### config.mk
export PLATFORM = sky130hd
export DESIGN_NAME = rvr_round_sat
export DESIGN_NICKNAME = d
export VERILOG_FILES = /design/src/hw/rtl/assert_macros.svh /design/src/hw/rtl/rvr_pkg.sv /design/src/hw/rtl/rvr_round_sat.sv
export SDC_FILE = /design/constraint.sdc
export NUM_CORES = 1
export LEC_CHECK = 0
export BUFFER_PORTS_ARGS = -buffer_cell sky130_fd_sc_hd__buf_2
export CORE_MARGIN = 2
export CORE_UTILIZATION = 28
export DETAILED_ROUTE_END_ITERATION = 7
export PLACE_DENSITY = 0.87
export SLEW_MARGIN = 25
export SYNTH_ARGS = -nofsm -noshare
export SYNTH_HDL_FRONTEND = slang
export SYNTH_SLANG_ARGS = --single-unit
### constraint.sdc
create_clock -name clk -period 0.8 [get_ports clk]
set_input_delay 0.16 -clock clk [delete_from_list [all_inputs] [get_ports clk]]
set_output_delay 0.16 -clock clk [all_outputs]
set_load 0.005 [all_outputs]
### src/hw/rtl/assert_macros.svh
// Assertion helpers shared by the RTL; they expect clk and rst_n in scope.
`ifndef ASSERT_MACROS_SVH
`define ASSERT_MACROS_SVH

// The consequent holds whenever the antecedent holds.
`define ASSERT_IMPLIES(label, ante, cons) \
    label: assert property (@(posedge clk) disable iff (!rst_n) (ante) |-> (cons)) \
        else $error("implication check failed");

// The expression is never true out of reset.
`define ASSERT_NEVER(label, expr) \
    label: assert property (@(posedge clk) disable iff (!rst_n) !(expr)) \
        else $error("forbidden condition seen");

`endif

### src/hw/rtl/rvr_pkg.sv
package rvr_pkg;

    localparam int DATA_W     = 16;
    // Bivector parts may be negated, so -32768 must become +32768.
    localparam int ROT_W      = DATA_W + 1;
    // Each first-layer product is at most 2^30 in magnitude.
    localparam int PROD1_W    = 32;
    localparam int INTER_W    = 33;
    // Each second-layer product stays below 2^47 in magnitude.
    localparam int PROD2_W    = 48;
    localparam int SUM_W      = 50;
    localparam int FRAC_SHIFT = 28;

    localparam logic CMD_FORWARD = 1'b0;
    localparam logic CMD_INVERSE = 1'b1;

    localparam logic signed [DATA_W-1:0] OUT_MAX = 16'sh7FFF;
    localparam logic signed [DATA_W-1:0] OUT_MIN = 16'sh8000;

    typedef struct packed {
        logic signed [ROT_W-1:0] s;
        logic signed [ROT_W-1:0] b12;
        logic signed [ROT_W-1:0] b13;
        logic signed [ROT_W-1:0] b23;
    } rotor_t;

    typedef struct packed {
        logic signed [DATA_W-1:0] x;
        logic signed [DATA_W-1:0] y;
        logic signed [DATA_W-1:0] z;
    } vec_t;

    typedef struct packed {
        logic signed [INTER_W-1:0] e1;
        logic signed [INTER_W-1:0] e2;
        logic signed [INTER_W-1:0] e3;
        logic signed [INTER_W-1:0] e123;
    } inter_t;

    typedef struct packed {
        logic signed [SUM_W-1:0] x;
        logic signed [SUM_W-1:0] y;
        logic signed [SUM_W-1:0] z;
    } sum_t;

endpackage

### src/hw/rtl/rvr_round_sat.sv
module rvr_round_sat (
    input  logic                             clk,
    input  logic                             rst_n,
    input  logic                             sum_valid,
    input  rvr_pkg::sum_t                    sum,
    output logic                             done,
    output logic signed [rvr_pkg::DATA_W-1:0] out_x,
    output logic signed [rvr_pkg::DATA_W-1:0] out_y,
    output logic signed [rvr_pkg::DATA_W-1:0] out_z,
    output logic                             saturated
);
    import rvr_pkg::*;

    localparam int TOP_LSB = FRAC_SHIFT + DATA_W - 1;

    // Dropping the fraction bits of a two's complement value is a floor.
    // The result fits when every bit from the new sign bit upwards agrees.
    function automatic logic clips(input logic signed [SUM_W-1:0] v);
        return !((&v[SUM_W-1:TOP_LSB]) || !(|v[SUM_W-1:TOP_LSB]));
    endfunction

    function automatic logic signed [DATA_W-1:0] clamp(input logic signed [SUM_W-1:0] v);
        logic signed [DATA_W-1:0] r;
        if (clips(v))
            r = v[SUM_W-1] ? OUT_MIN : OUT_MAX;
        else
            r = $signed(v[TOP_LSB:FRAC_SHIFT]);
        return r;
    endfunction

    logic                     done_reg;
    logic signed [DATA_W-1:0] x_reg;
    logic signed [DATA_W-1:0] y_reg;
    logic signed [DATA_W-1:0] z_reg;
    logic                     sat_reg;
    logic signed [DATA_W-1:0] x_next;
    logic signed [DATA_W-1:0] y_next;
    logic signed [DATA_W-1:0] z_next;
    logic                     sat_next;

    always_comb
    begin
        x_next   = clamp(sum.x);
        y_next   = clamp(sum.y);
        z_next   = clamp(sum.z);
        sat_next = clips(sum.x) || clips(sum.y) || clips(sum.z);
    end

    always_ff @(posedge clk or negedge rst_n)
    begin
        if (!rst_n)
            done_reg <= 1'b0;
        else
            done_reg <= sum_valid;
    end

    always_ff @(posedge clk)
    begin
        x_reg   <= x_next;
        y_reg   <= y_next;
        z_reg   <= z_next;
        sat_reg <= sat_next;
    end

    assign done      = done_reg;
    assign out_x     = x_reg;
    assign out_y     = y_reg;
    assign out_z     = z_reg;
    assign saturated = sat_reg;

endmodule

==> results of run 1 <==
[path summary, 6_finish.rpt]
check / from / endpoint / slack [ps] / cells past startpoint
hold / removal: sum[99] / out_y[15]$_DFF_P_ / 20 / 1
min in group asynchronous: rst_n / done$_DFF_PN0_ / 150 / 2
setup / recovery: done$_DFF_PN0_ / done / -140 / 1
max in group asynchronous: rst_n / done$_DFF_PN0_ / 570 / 2
[cells in the final DEF, fill, tap and decap left out]
master	instances
a21o_1	40
buf_8	3
buf_12	2
clkbuf_16	1
nand4_1	3
buf_2	106
diode_2	1
clkinv_2	2
dfrtp_1	1
nand2_2	3
buf_4	4
nand3_1	3
dfxtp_2	8
nand3_2	1
clkbuf_8	5
dfxtp_1	41
a21o_2	5
nor4_4	3
nor3_2	3
o21ai_2	1
o21ai_4	3
clkbuf_1	1
nor2b_4	6
buf_6	10
dlygate4sd3_1	2
[where the power goes]
group          leakage, nW  switching [W]  internal (W)
Clock               0.0450       0.000793      0.000608
Sequential           0.424      0.0000331       0.00263
Combinational        0.983       0.000273      0.000378
[kinds of logic after synthesis]
| logic type | after synthesis | synth area share [%] |
|---|---|---|
| flip-flops | 50 | 62.9 |
| AO/OA/AOI/OAI | 48 | 23.1 |
| AND/OR/NAND/NOR | 19 | 8.99 |
| buffers and inverters | 9 | 5.00 |
[cell type report]
cell class	instances	share of cell area, %
clock inverters	2	0.380
flip-flops and latches	50	38.6
well taps	72	3.42
repair buffers	128	30.5
diodes	1	0.0950
clock buffers	6	2.75
multi-input cells	71	24.3
[through the flow]
step / worst slack [ps] / hold WS [ps] / util (%)
6_report: -142 / 20.8 / 47.9
4_1_cts: -158 / 2.40 / 46.5
3_5_place_dp: -423 / -63.2 / 41.9
3_3_place_gp: -373 / -63.4 / 41.9
2_1_floorplan: -217 / -136 / -
5_1_grt: -178 / 12.5 / 47.9
[routing by layer]
layer / vias to the layer above / global-route usage [%]
li1: 704 / -
met1: 665 / 14.7
met2: 78 / 26.2
met3: 4 / 4.98
met4: 0 / 4.66
met5: - / 0
[timing repair]
item	in CTS	in global routing
pin swaps	5	11
resized for setup	25	18
cloned	4	1
hold endpoints to repair	2	0
setup endpoints to repair	81	96
hold buffers	2	0
setup buffers	0	0
==> results.md, run 1 <==
- Top layer used by detailed routing: met4
- Top-count cell post-synth: dfxtp_1
- Post-Syn Area: 1600 sq um
- Final cell count without fillers: 330
- Post-route setup slack: -142 ps
- Clk Tree Root Cell: clkbuf_8
- Placed insts: 314
- Post-synth top cells: dfxtp_1 (49), a21o_1 (40), buf_6 (6), a21o_2 (5), nand3_1 (4)
- CP Launch Type: flip-flop
- Die area: 6340 sq um
- Status: finished with violations
- PortBufs: 118
- EDFF count, synth: 0
- Hold Vio Cnt, Final: 0
- GRT Util Overall: 14.1%
- Synth top area share: 61.3%
- Met2 wire length: 2360 microns
- Synthesized Nets: 279
- Worst Hold Class: input port to flip-flop
- Clock-pin transition on the worst setup and hold timing paths: 90 ps
- CTS max path bufs: 2
- Top_reg_cell synth: dfxtp_1
- Share of layout cells above drive strength 1: 64.6%
- Final min period: 942 ps
- Sequential fraction of the synthesis area: 62.9%
- RSZ-0062 raised after global routing: yes
- Setup violators final: 77
- Starting DRT DRC Count: 35
- Die width: 79.6 microns
- Register area: 1020 sq um
- Routed len/inst: 13.9 microns
- Placed Area: 2300 sq um
- Fmax: 1060 MHz
- Row cnt: 27
- CTS H-tree lvls: 2
- Vias in the first global route: 1485
- Vias per inst: 4.40
- Antenna violations before repair: 1
- Failing checks: setup timing
- Via count: 1451
- Crit path DAT: 780 ps
- Worst endpoint required time: 640 ps
- Worst slew pin tran: 332 ps
- Met1 Routed Length: 1760 microns
- FF+latch count, synth: 50
- P per Cell Area: 1790 nW/um^2
- Crit Path Max Fanout: 1
- Yosys warning total: 0
- Netlist cell types: 14
- Multi-input gate area in the final layout: 641 sq um
- Crit end category: output port
- I/O Pins: 203
- Crit-path max cell delay: 370 ps
- DR WL met3: 417 microns
- Critical-path cell list: buf_2
- DRT antenna net count: 0
- First-pass GRT wire length: 6870 microns
- Largest net degree at the start of global routing: 17
- Max IR drop VDD: 0.744 mV
- DRT Pass-1 Iters: 4
- Gpl congestion: 0.700
- Pins over their slew limit: 0
- Drt total wl: 4570 microns
- P_leak: 1.45 nW
- CTS tree: built
- Congestion Overflow GR: 0
- Total power: 0.00472 W
- CTS sink count: 50
- Crit-path slowest cell: dfrtp_1
- Core Region: 5510 sq um
- Die height: 79.6 microns
- Initial Utilization: 29.1%
- Synth area leader: dfxtp_1
- Design area: 2640 sq um
- Post-synth ARST share: 2.00%
- Worst path bufs/invs: 1
- Fillers: 506
- CP delay by family, top: flip-flops
- Final Cycle Share: 118%
- Area Growth Syn to Fin: 64.7%
- # Max-Cap Violations: 0
- Final HPWL DP: 3050 microns
- Setup total negative slack: -4420 ps
- Critical path type: flip-flop to output port
- Cell count after synthesis: 126
- Synth top area cells: dfxtp_1 (61%), a21o_1 (19%), buf_6 (4.2%)
- Layout Nets: 409
- Slew HR: 77.8%
- DRC: 0
- Synthesized area per cell: 12.7 sq um
- Inserted Clock Buffers: 5
Note: power is estimated with default switching activity, not from simulation.
==> inputs of run 2 (changes only) <==
Settings changed: CORE_AREA set to 2 2 78 80, CORE_MARGIN 2 to not set, CORE_UTILIZATION 28 to not set, DIE_AREA set to 0 0 80 82, PLACE_DENSITY 0.87 to 0.84.
Clock period 0.8 ns to 1.04 ns, I/O delays scaled along.
==> results.md, run 2 (synthesized netlist as in run 1, its figures left out) <==
- Status: completed
- Worst path bufs/invs: 1 (unchanged)
- Vias in the first global route: 1326 (-11%)
- PortBufs: 118 (unchanged)
- DRC: 0 (unchanged)
- Start point of the critical path: done$_DFF_PN0_
- P per Cell Area: 1640 nW/um^2 (-8.5%)
- Setup violators final: 0 (-100%)
- Crit Path Max Fanout: 1 (unchanged)
- Most common cell after layout, fill and taps aside: buf_2
- Util after Layout: 43.0% (-4.8 points)
- Pins over their slew limit: 0 (unchanged)
- Crit-path slowest cell: dfrtp_1
- Congestion Overflow GR: 0 (unchanged)
- Area Growth Syn to Fin: 54.4%
- CP Depth: 1 (unchanged)
- RSZ-0062 raised after global routing: no
- Clk Tree Root Cell: clkbuf_8
- Antenna violations before repair: 1 (unchanged)
- Fillers: 564 (+11%)
- DRT Pass-1 Iters: 2 (-2)
- Max IR drop VDD: 0.854 mV (+15%)
- Fmax: 1010 MHz
- CTS max path bufs: 2 (unchanged)
- GRT Util Overall: 11.5% (-2.6 points)
- Crit path capture: done
- Die width: 80 microns (+0.50%)
- Crit end category: output port
- Worst slew pin tran: 349 ps (+16.4 ps)
- Inserted Clock Buffers: 5 (unchanged)
- Layout Nets: 405 (-0.98%)
- Most frequent cells in the layout: buf_2 (118), dfxtp_1 (49), a21o_1 (40), buf_4 (7)
- Post-CTS Resized: 0 (-100%)
- Worst endpoint required time: 830 ps (+190 ps)
- Critical-path cell list: buf_2
- Placed Area: 2320 sq um (+0.81%)
- Critical path type: flip-flop to output port
- Crit-path max cell delay: 370 ps (about the same)
- Final Cycle Share: 94.8%
- Antenna cells: 0 (-1)
- # Max-Cap Violations: 0 (unchanged)
- Die height: 82 microns (+3.0%)
- Crit path DAT: 780 ps (about the same)
- Core Region: 5750 sq um (+4.3%)
- Hold Vio Cnt, Final: 0 (unchanged)
- CTS tree: built
- I/O Pins: 203 (unchanged)
- Worst Hold Class: input port to flip-flop
- Drt total wl: 3760 microns (-18%)
- CP delay by family, top: flip-flops
- Final min period: 986 ps
- Worst Hold Slack: 26.1 ps (+5.33 ps)
- DRT antenna net count: 0 (unchanged)
- Row cnt: 28 (+3.7%)
- CTS sink count: 50 (unchanged)
- Gpl congestion: 0.657 (-6.0%)
- Routed len/inst: 11.5 microns (-17%)
- P_leak: 1.39 nW (-4.2%)
- Clock-pin transition on the worst setup and hold timing paths: 90 ps (about the same)
- Design area: 2470 sq um (-6.2%)
- Die area: 6560 sq um (+3.5%)
- Starting DRT DRC Count: 21 (-40%)
- Share of layout cells above drive strength 1: 58.9% (-5.7 points)
- Slew HR: 76.7% (-1.1 points)
- CP Launch Type: flip-flop
- Initial Utilization: 27.9% (-1.2 points)
- Final HPWL DP: 3080 microns (+0.94%)
- Final cell count without fillers: 328 (-0.61%)
- CTS H-tree lvls: 2 (unchanged)
- Placed insts: 319 (+1.6%)
- Vias per inst: 4.27 (-2.9%)
- Largest net degree at the start of global routing: 17 (unchanged)
- First-pass GRT wire length: 5710 microns (-17%)
- Total power: 0.00405 W (-14%)
- Via count: 1400 (-3.5%)
==> run 2: cell types whose count changed in the layout (fill, tap and decap cells not counted), sizes merged <==
cell	delta
buf	+2
dlygate4sd3	-1
clkinv	-1
o21ai	-1
nor2b	-3
clkbuf	-2
diode	-1
bufinv	+2
==> run 2: where the power goes <==
part / switching (W) / leakage, nW / total (W) / internal, W
registers: 0.0000228 / 0.425 / 0.00205 / 0.00202
clock network: 0.000615 / 0.0683 / 0.00158 / 0.000963
logic: 0.000179 / 0.899 / 0.000427 / 0.000247
==> run 2: repair_timing <==
item                                   CTS  global route
hold buffers                             1             0
endpoints found under the hold margin    1             0
setup buffers                            0             0
==> run 2: cell type report <==
cell class	count	area (sq um)	area share, %
sequential	50	1010	40.7
tap	75	93.8	3.80
clock buffer	5	68.8	2.78
multi-input combinational	67	541	21.9
timing repair buffer	128	693	28.1
clock inverter	3	68.8	2.78
==> run 2: metrics by stage <==
step	TNS [ps]	worst slack [ps]
final	0	54.0
after global routing	0	0.621
after CTS	0	29.8
after detailed placement	-6030	-166
after global placement	-5140	-135
after floorplan	-757	-25.4
==> run 2: worst min-delay path by stage <==
stage                          from        endpoint  depth (start not counted)
after floorplan               rst_n  done$_DFF_PN0_                          0
after global placement        rst_n  done$_DFF_PN0_                          1
after detailed placement      rst_n  done$_DFF_PN0_                          1
after CTS                 sum_valid  done$_DFF_PN0_                          1
after global routing      sum_valid  done$_DFF_PN0_                          1
final                     sum_valid  done$_DFF_PN0_                          1
==> run 2: layer usage <==
layer,wire length [microns],GRT usage [%],up-vias
met4,42,4.75,2
li1,-,-,689
met2,1860,20.1,75
met5,7,0,-
met3,445,5.71,6
met1,1410,11.8,628
==> inputs of run 3 (changes only) <==
Clock period 1.04 ns to 1.3 ns, I/O delays scaled along.
==> results.md, run 3 (synthesized netlist as in run 1, its figures left out) <==
- Status: completed
- Total power: 0.00327 W (-19%)
- Pins over their slew limit: 0 (unchanged)
- DRT antenna net count: 0 (unchanged)
- Via count: 1393 (-0.50%)
- Max IR drop VDD: 0.661 mV (-23%)
- Critical-path cell list: buf_2
- Inserted Clock Buffers: 5 (unchanged)
- Clock-pin transition on the worst setup and hold timing paths: 90 ps (about the same)
- Share of layout cells above drive strength 1: 57.9% (-1.0 points)
- Drt total wl: 3920 microns (+4.2%)
- Crit-path slowest cell: dfrtp_1
- Die area: 6560 sq um (unchanged)
- CTS max path bufs: 2 (unchanged)
- DRC: 0 (unchanged)
- Layout Nets: 399 (-1.5%)
- Vias in the first global route: 1362 (+2.7%)
- Largest net degree at the start of global routing: 17 (unchanged)
- Critical path type: flip-flop to output port
- Congestion Overflow GR: 0 (unchanged)
- CTS tree: built
- Clk Tree Root Cell: clkbuf_8
- Most common cell after layout, fill and taps aside: buf_2
- I/O Pins: 203 (unchanged)
- P per Cell Area: 1370 nW/um^2 (-16%)
- Gpl congestion: 0.683 (+3.9%)
- Final Cycle Share: 80.2%
- Crit end category: output port
- Hold Vio Cnt, Final: 0 (unchanged)
- Final min period: 1040 ps
- Worst slew pin tran: 618 ps (+269 ps)
- Crit path DAT: 780 ps (about the same)
- Core Region: 5750 sq um (unchanged)
- Setup violators final: 0 (unchanged)
- Die height: 82 microns (unchanged)
- Setup WS pre-CTS: -73.8 ps (+92.1 ps)
- # Max-Cap Violations: 0 (unchanged)
- Starting DRT DRC Count: 20 (-4.8%)
- Area Growth Syn to Fin: 49.5%
- CTS sink count: 50 (unchanged)
- Routed len/inst: 12.2 microns (+6.1%)
- Antenna violations before repair: 0 (-1)
- GRT Util Overall: 12.3% (+0.79 points)
- Die width: 80 microns (unchanged)
- Worst endpoint required time: 1040 ps (+210 ps)
- CP delay by family, top: flip-flops
- CTS H-tree lvls: 2 (unchanged)
- DRT Pass-1 Iters: 3 (+1)
- P_leak: 1.36 nW (-2.5%)
- First-pass GRT wire length: 6080 microns (+6.5%)
- Post-route setup slack: 257 ps (+203 ps)
- Crit Path Max Fanout: 1 (unchanged)
- Post-CTS Resized: 0 (unchanged)
- Most frequent cells in the layout: buf_2 (118), dfxtp_1 (49), a21o_1 (40), clkbuf_8 (6), a21o_2 (5)
- Antenna cells: 0 (unchanged)
- Vias per inst: 4.33 (+1.4%)
- Crit-path max cell delay: 370 ps (about the same)
- Setup Fix Bufs, Post-CTS: 0 (unchanged)
- CP Launch Type: flip-flop
- Slew HR: 58.8% (-18 points)
- Worst path bufs/invs: 1 (unchanged)
- RSZ-0062 raised after global routing: no
- PortBufs: 118 (unchanged)
- Util after Layout: 41.6% (-1.4 points)
- Row cnt: 28 (unchanged)
- Worst Hold Class: input port to flip-flop
- Initial Utilization: 27.9% (unchanged)
- Fmax: 959 MHz
- Final HPWL DP: 3100 microns (+0.71%)
run 3: cell count changes in the layout (fill, tap and decap cells not counted), sizes merged:
| cell | before | now |
|---|---|---|
| buf | 127 | 121 |
| clkinv | 1 | 0 |
| clkbuf | 5 | 6 |
run 3: what timing repair did:
item | in CTS | in global routing
setup endpoints to repair | 0 | 0
hold buffers | 1 | 0
endpoints found under the hold margin | 1 | 0
run 3: stage by stage:
| step | hold WS (ps) | TNS [ps] | cell area [sq um] | instances |
|---|---|---|---|---|
| 6_report | 82.0 | 0 | 2390 | 322 |
| 5_1_grt | 67.8 | 0 | 2390 | 322 |
| 4_1_cts | 68.2 | 0 | 2390 | 322 |
| 3_5_place_dp | 35.8 | -774 | 2240 | 313 |
| 3_3_place_gp | 38.2 | -34.7 | 2240 | 313 |
| 2_1_floorplan | -35.6 | 0 | 1600 | 126 |
run 3: path summary, 6_finish.rpt:
| check | start | end | depth (start not counted) |
|---|---|---|---|
| max | done$_DFF_PN0_ | done | 1 |
| min | sum_valid | done$_DFF_PN0_ | 1 |
| max in group asynchronous | rst_n | done$_DFF_PN0_ | 2 |
| min in group asynchronous | rst_n | done$_DFF_PN0_ | 2 |
run 3: layout make-up:
type | count | area (sq um)
fill | 587 | 3350
clock buffer | 6 | 82.6
timing repair buffer | 122 | 636
clock inverter | 2 | 60.1
tap | 75 | 93.8
sequential | 50 | 1010
multi-input combinational | 67 | 514
run 3: report_power, final:
| part | switching [W] | leakage [nW] | internal (W) |
|---|---|---|---|
| Clock | 0.000490 | 0.0714 | 0.000820 |
| Combinational | 0.000139 | 0.861 | 0.000188 |
| Sequential | 0.0000190 | 0.425 | 0.00162 |
| Total | 0.000647 | 1.36 | 0.00263 |
run 3: metal layers:
metal | track usage, % | up-vias | routed length [microns]
met5 | 0 | - | 0
met4 | 5.08 | 0 | 60
met3 | 4.73 | 6 | 393
met2 | 21.8 | 78 | 1910
met1 | 13.2 | 629 | 1550
li1 | - | 680 | -
